===== config.mk =====
export PLATFORM = sky130hd
export DESIGN_NAME = hcc_level
export DESIGN_NICKNAME = d
export VERILOG_FILES = /design/src/design/hcc_pkg.sv /design/src/design/hcc_level.sv
export SDC_FILE = /design/constraint.sdc
export NUM_CORES = 1
export LEC_CHECK = 0
export ABC_AREA = 1
export BUFFER_PORTS_ARGS = -buffer_cell sky130_fd_sc_hd__buf_2
export CORE_MARGIN = 4
export CORE_UTILIZATION = 44
export DETAILED_ROUTE_END_ITERATION = 8
export PLACE_DENSITY = 0.89
export SLEW_MARGIN = 10
export SYNTH_ARGS = -nofsm -noshare
export SYNTH_HDL_FRONTEND = slang
export SYNTH_SLANG_ARGS = --single-unit

===== constraint.sdc =====
create_clock -name vclk -period 2
set_clock_uncertainty 0.1 [all_clocks]
set_input_delay 0.4 -clock vclk [all_inputs]
set_output_delay 0.4 -clock vclk [all_outputs]
set_load 0.05 [all_outputs]

===== src/design/hcc_pkg.sv =====
// shared widths, opcodes and pipeline word types for the hilbert curve converter
package hcc_pkg;

	localparam int MAX_ORDER_DEF = 16;
	localparam int ORDER_W       = 5;
	localparam int COORD_W       = 16;
	localparam int DIST_W        = 32;
	localparam int WIDE_W        = 64;

	localparam logic OP_D2XY = 1'b0;
	localparam logic OP_XY2D = 1'b1;

	typedef struct packed {
		logic               op;
		logic               par;
		logic [COORD_W-1:0] x;
		logic [COORD_W-1:0] y;
		logic [DIST_W-1:0]  w;
	} hcc_word_t;

	typedef struct packed {
		logic               op;
		logic [COORD_W-1:0] x;
		logic [COORD_W-1:0] y;
		logic [DIST_W-1:0]  distance;
	} hcc_res_t;

endpackage


===== src/design/hcc_level.sv =====
// one curve level: rotate, reflect and accumulate for either direction
module hcc_level import hcc_pkg::*; #(
	parameter int MAX_ORDER = MAX_ORDER_DEF,
	parameter int STEP      = 0
) (
	input  hcc_word_t cur,
	output hcc_word_t nxt
);

	localparam int LVL_D = STEP;
	localparam int LVL_P = MAX_ORDER - 1 - STEP;
	localparam logic [COORD_W-1:0] MASK_D =
		COORD_W'((WIDE_W'(1) << LVL_D) - WIDE_W'(1));
	localparam logic [COORD_W-1:0] MASK_P =
		COORD_W'((WIDE_W'(1) << LVL_P) - WIDE_W'(1));

	logic [WIDE_W-1:0]  dwide;
	logic [WIDE_W-1:0]  xwide;
	logic [WIDE_W-1:0]  ywide;
	logic               rx;
	logic               ry;
	logic [1:0]         quad;
	logic [COORD_W-1:0] xa;
	logic [COORD_W-1:0] ya;

	always_comb begin
		nxt   = cur;
		dwide = WIDE_W'(cur.w);
		xwide = WIDE_W'(cur.x);
		ywide = WIDE_W'(cur.y);
		rx    = 1'b0;
		ry    = 1'b0;
		quad  = 2'b00;
		xa    = cur.x;
		ya    = cur.y;
		if (cur.op == OP_D2XY) begin
			// finest level first
			rx = dwide[2*LVL_D+1];
			ry = dwide[2*LVL_D] ^ rx;
			if (rx && !ry) begin
				xa = cur.x ^ MASK_D;
				ya = cur.y ^ MASK_D;
			end
			if (!ry) begin
				nxt.x = ya;
				nxt.y = xa;
			end else begin
				nxt.x = xa;
				nxt.y = ya;
			end
			nxt.x = nxt.x | COORD_W'(WIDE_W'(rx) << LVL_D);
			nxt.y = nxt.y | COORD_W'(WIDE_W'(ry) << LVL_D);
		end else begin
			// coarsest level first
			rx    = xwide[LVL_P];
			ry    = ywide[LVL_P];
			quad  = {rx, rx ^ ry};
			nxt.w = cur.w | DIST_W'(WIDE_W'(quad) << (2*LVL_P));
			xa    = cur.x & MASK_P;
			ya    = cur.y & MASK_P;
			if (rx && !ry) begin
				xa = xa ^ MASK_P;
				ya = ya ^ MASK_P;
			end
			if (!ry) begin
				nxt.x = ya;
				nxt.y = xa;
			end else begin
				nxt.x = xa;
				nxt.y = ya;
			end
		end
	end

endmodule


==> results of run 1 <==
[routing by layer]
layer  track usage (%)  wire length [um]
met3              2.16               686
met5                 0                 0
met2              40.6              3340
met4              4.35               180
met1              26.1              2360
[worst min-delay path by stage]
stage / end / startpoint / cells past startpoint
after floorplan: nxt[0] / cur[0] / 1
after global placement: nxt[15] / cur[15] / 0
after detailed placement: nxt[15] / cur[15] / 0
after CTS: nxt[15] / cur[15] / 0
after global routing: nxt[24] / cur[24] / 0
final: nxt[17] / cur[17] / 0
[logic make-up after synthesis]
kind of cell | Yosys count | share of synthesized area, %
buffers and inverters | 98 | 29.7
AND/OR/NAND/NOR | 277 | 68.1
adder cells (fa/ha/maj) | 1 | 0.646
AO/OA/AOI/OAI | 5 | 1.55
[cells in the mapped netlist]
cell type	n
nand2_2	3
buf_6	6
buf_4	33
buf_12	1
inv_2	3
inv_1	32
ha_1	1
nand2_1	93
buf_2	18
buf_1	2
nor2_1	4
clkbuf_1	3
a21o_1	1
o21ai_1	3
nand3_2	10
o21bai_1	1
nand3_1	167
[cell type report]
cell class | instances | area share, %
Inverter | 35 | 4.80
Multi-Input combinational cell | 283 | 61.0
Tap cell | 50 | 2.24
Timing Repair Buffer | 93 | 32.0
[worst max-delay path, delay by kind of cell]
family / cells / cell delay (ns)
adders and majority gates: 1 / 0.17
and+or+nand+nor: 4 / 0.40
buffers and inverters: 5 / 0.55
[timing repair]
| item | in CTS | in global routing |
|---|---|---|
| setup buffers | 0 | 0 |
| gates resized for setup | 36 | 68 |
| gates cloned | 0 | 1 |
| setup endpoints to repair | 30 | 30 |
[power breakdown]
| group | switching, W | internal (W) |
|---|---|---|
| combinational | 0.000677 | 0.000409 |
| clock | 0 | 0 |
| sequential | 0 | 0 |
| total | 0.000677 | 0.000409 |
[per-stage QoR]
| step | setup WS (ns) | utilization (%) | instances |
|---|---|---|---|
| 2_1_floorplan | -0.00772 | - | 381 |
| 3_3_place_gp | -0.0474 | 58.2 | 460 |
| 3_5_place_dp | -0.0998 | 58.2 | 460 |
| 4_1_cts | 0.00551 | 60.6 | 460 |
| 5_1_grt | -0.0976 | 67.8 | 461 |
| 6_report | -0.0269 | 67.8 | 461 |
==> run_results.csv, run 1 <==
group,metric,value,unit
sta,hold_viol,0,
critical_path,startpoint,"cur[47]",
floorplanning,fp-row-count,23,
critical_path,crit_chain,"buf_2 > inv_2 > ha_4 > inv_4 > clkbuf_16 > nand2_1 > nand3_1 > nand3_1 > nand2_4 > buf_8",
global_routing,grt_max_degree,33,
status,violations,"negative setup slack",
finish,diodes,0,
finish,final_cell_area,0.00279,sq mm
place,io_buffers,74,
global_routing,grt_usage,21.5,%
power,ir_drop,234,uV
logic_synthesis,synth.distinct_cells,17,
sta,setup_viol,1,
power,p_leak,1.50,nW
finish,multi_input_area,0.00170,sq mm
critical_path,critical_path_required,1.50,ns
critical_path,crit_slowest_cell,"ha_4",
sta,rsz0062_at_grt,"true",
finish,ff_latch_area,0,sq um
finish,clkbuf_count,0,
critical_path,cpPeakStageDelay,0.17,ns
finish,mostFrequentLayoutCells,"148 x nand3_1, 62 x nand2_1, 44 x buf_2",
sta,finalSetupTns,-0.0269,ns
job,drv_cap,0,
floorplanning,core_area,0.00412,sq mm
sta,hold_slack,0.700,ns
route,dr.pass1.iters,5,
route,drt_iter0_markers,256,
logic_synthesis,ys_seq_area_share,0,%
finish,fillerInstances,346,
finish,area_growth_syn_to_layout,44.0,%
floorplanning,ios,132,
floorplanning,die_h,74.3,um
sta,fmax,0.493,GHz
finish,fin_nets,480,
logic_synthesis,syn_nets,448,
global_routing,antenna_found_initial,0,
logic_synthesis,yosys.area.top_type,"nand3_1",
route,drc,0,
critical_path,crit_type,"input port to output port",
critical_path,worstSetupStartpointType,"input port",
place,placed_cell_area,0.00239,sq mm
floorplanning,die_w,74.3,um
logic_synthesis,synth_warnings,0,
global_routing,grt_pass1_wl,10000,um
route,wire_per_inst,14.2,um
route,routed_wl,6560,um
clock_network,hold_buffers,0,
logic_synthesis,synth_area_leaders,"nand3_1 43%, nand2_1 18%, buf_4 13%",
sta,layout_setup_ws,-0.0269,ns
logic_synthesis,avgSynthCellArea,5.08,sq um
floorplanning,design.die.area,0.00553,sq mm
sta,drv_slew,0,
status,outcome,"finished with violations",
route,via_per_inst,5.88,
power,power_density,389,mW/mm^2
critical_path,crit_path_end_kind,"output port",
global_routing,grt_pass1_vias,2433,
route,drtAntennaViolNets,0,
logic_synthesis,syn_inst,381,
sta,tightest_slew,0.363,ns
route,vias,2710,
floorplanning,floorplan.initialDensity,47.1,%
sta,period_needed,2.03,ns
critical_path,critPathArrivalTime,1.53,ns
finish,layout.cells.most_common,"nand3_1",
critical_path,endpoint,"nxt[39]",
critical_path,crit_fanout,11,
sta,slew_headroom,75.8,%
finish,drive_gt1_share,39.4,%
critical_path,cp_common_cell,"nand3_1",
global_routing,grt_overflow,0,
sta,min_period_over_period,101,%
logic_synthesis,syn-cell-area,0.00194,sq mm
finish,seq_cells,0,
min_path,holdCritPathClass,"input port to output port",
place,globalplace.congestion,0.827,
power,total_power,0.00109,W
place,dpl.hpwl,4550,um
logic_synthesis,synth.top_cell.area_share,43.2,%
Power figures use the tool's default switching activity.
==> inputs of run 2 (changes only) <==
--- a/config.mk
+++ b/config.mk
@@ -10,7 +10,8 @@
 export CORE_MARGIN = 4
 export CORE_UTILIZATION = 44
 export DETAILED_ROUTE_END_ITERATION = 8
-export PLACE_DENSITY = 0.89
+export MAX_ROUTING_LAYER = met4
+export PLACE_DENSITY = 0.85
 export SLEW_MARGIN = 10
 export SYNTH_ARGS = -nofsm -noshare
 export SYNTH_HDL_FRONTEND = slang
==> run 2 against run 1 <==
Effect of this change:
- die area unchanged
- cell count unchanged
- critical endpoint is now nxt[58]
- critical path type unchanged
- sequential share of layout area unchanged
- worst setup slack improved by 0.038 ns
- count of clock-buffer cells in the layout unchanged
- global-route usage increased by 1.1 points
- non-clock buffer count unchanged
- critical path depth unchanged
- the run now ends clean
- combinational power about the same
- worst hold slack unchanged
- total power decreased by 0.70%
- first-iteration DRC count increased by 18%
==> run_results.csv, run 2 (synthesis gave the netlist of run 1 again) <==
group,metric,value,unit
critical_path,startpoint,"cur[47]",
finish,diodes,0,
status,outcome,"finished clean",
global_routing,grt_max_degree,34,
route,routed_wl,6790,um
finish,fin_cells,461,
route,drc,0,
power,p_leak,1.51,nW
critical_path,crit_fanout,11,
critical_path,critPathArrivalTime,1.49,ns
finish,drive_gt1_share,42.8,%
floorplanning,core_area,0.00412,sq mm
global_routing,grt_pass1_vias,2488,
sta,period_needed,1.99,ns
sta,drv_slew,0,
finish,layout.cells.most_common,"nand3_1",
route,via_per_inst,5.92,
finish,mostFrequentLayoutCells,"140 x nand3_1, 56 x nand2_1, 44 x buf_2",
min_path,holdCritPathClass,"input port to output port",
floorplanning,design.die.area,0.00553,sq mm
sta,slew_headroom,76.5,%
job,drv_cap,0,
finish,fillerInstances,347,
critical_path,worstSetupPathDepth,10,
global_routing,use_met1,25.8,%
finish,seq_cells,0,
route,wire_per_inst,14.7,um
place,globalplace.congestion,0.847,
global_routing,met3_usage,1.76,%
floorplanning,floorplan.initialDensity,47.1,%
min_path,hold_depth,0,
sta,hold_viol,0,
global_routing,busiest_layer,"met2",
finish,clkbuf_count,0,
critical_path,crit_slowest_cell,"ha_4",
power,ir_drop,203,uV
critical_path,crit_type,"input port to output port",
finish,fin_nets,480,
critical_path,endpoint,"nxt[58]",
global_routing,grt_overflow,0,
sta,finalSetupTns,0,ns
place,dpl.hpwl,4520,um
power,power_density,382,mW/mm^2
sta,setup_viol,0,
route,drt_iter0_markers,303,
place,io_buffers,74,
global_routing,grt_use_met2,42.6,%
finish,final_util,68.6,%
critical_path,worstSetupStartpointType,"input port",
sta,rsz0062_at_grt,"true",
floorplanning,fp-row-count,23,
floorplanning,ios,132,
sta,tightest_slew,0.353,ns
finish,area_growth_syn_to_layout,45.8,%
global_routing,antenna_found_initial,0,
sta,min_period_over_period,99.4,%
clock_network,post-cts-setup-buffers,0,
critical_path,crit_chain,"buf_2 > inv_2 > ha_4 > inv_6 > buf_12 > nand2_1 > nand3_1 > nand3_2 > nand2_4 > buf_8",
critical_path,critical_path_required,1.50,ns
floorplanning,die_h,74.3,um
critical_path,cpPeakStageDelay,0.19,ns
global_routing,grt_usage,22.5,%
sta,fmax,0.503,GHz
finish,ff_latch_area,0,sq um
place,place_inst,460,
clock_network,hold_buffers,0,
power,total_power,0.00108,W
critical_path,crit_path_end_kind,"output port",
route,drtAntennaViolNets,0,
sta,hold_slack,0.700,ns
critical_path,path_delay_family,"buffers and inverters",
route,vias,2728,
critical_path,crit_buf_inv,5,
floorplanning,die_w,74.3,um
route,dr.pass1.iters,5,
global_routing,grt_pass1_wl,10100,um
run 2: changes by cell type in the layout (fill, tap and decap cells not counted), moves of 3 or more:
cell | previous run | this run
nand3_2 | 29 | 37
nand3_1 | 148 | 140
buf_6 | 9 | 25
nand2_1 | 62 | 56
buf_8 | 22 | 6
buf_12 | 7 | 10
nand2_2 | 4 | 10
buf_4 | 10 | 7
run 2: power breakdown:
part / switching [W] / internal [W]
clock network: 0 / 0
logic: 0.000684 / 0.000394
registers: 0 / 0
run 2: final cells by class:
type | count | area (sq um) | area share [%]
Timing Repair Buffer | 93 | 870 | 30.8
Multi-Input combinational cell | 283 | 1760 | 62.2
Tap cell | 50 | 62.6 | 2.22
Inverter | 35 | 136 | 4.83
run 2: worst min-delay path by stage:
stage	from	endpoint	slack (ns)
final	cur[10]	nxt[10]	0.70
after global routing	cur[18]	nxt[18]	0.70
after CTS	cur[19]	nxt[19]	0.70
after detailed placement	cur[19]	nxt[19]	0.70
after global placement	cur[19]	nxt[19]	0.70
after floorplan	cur[0]	nxt[0]	0.87
run 2: what timing repair did:
item	4_1_cts	5_1_grt
pin swaps	1	11
resized for setup	39	64
cloned	0	1
setup endpoints to repair	30	30
run 2: routing by layer:
| metal | vias up | wire length, um |
|---|---|---|
| met3 | 10 | 581 |
| met4 | 0 | 88 |
| met2 | 159 | 3610 |
| met5 | - | 0 |
| li1 | 1297 | - |
| met1 | 1262 | 2510 |
run 2: per-stage QoR:
stage          setup slack, ns  instance area, sq um
6_report                0.0114                  2820
5_1_grt                -0.0690                  2820
4_1_cts                0.00215                  2550
3_5_place_dp           -0.0940                  2430
3_3_place_gp           -0.0703                  2430
2_1_floorplan         -0.00772                  2200
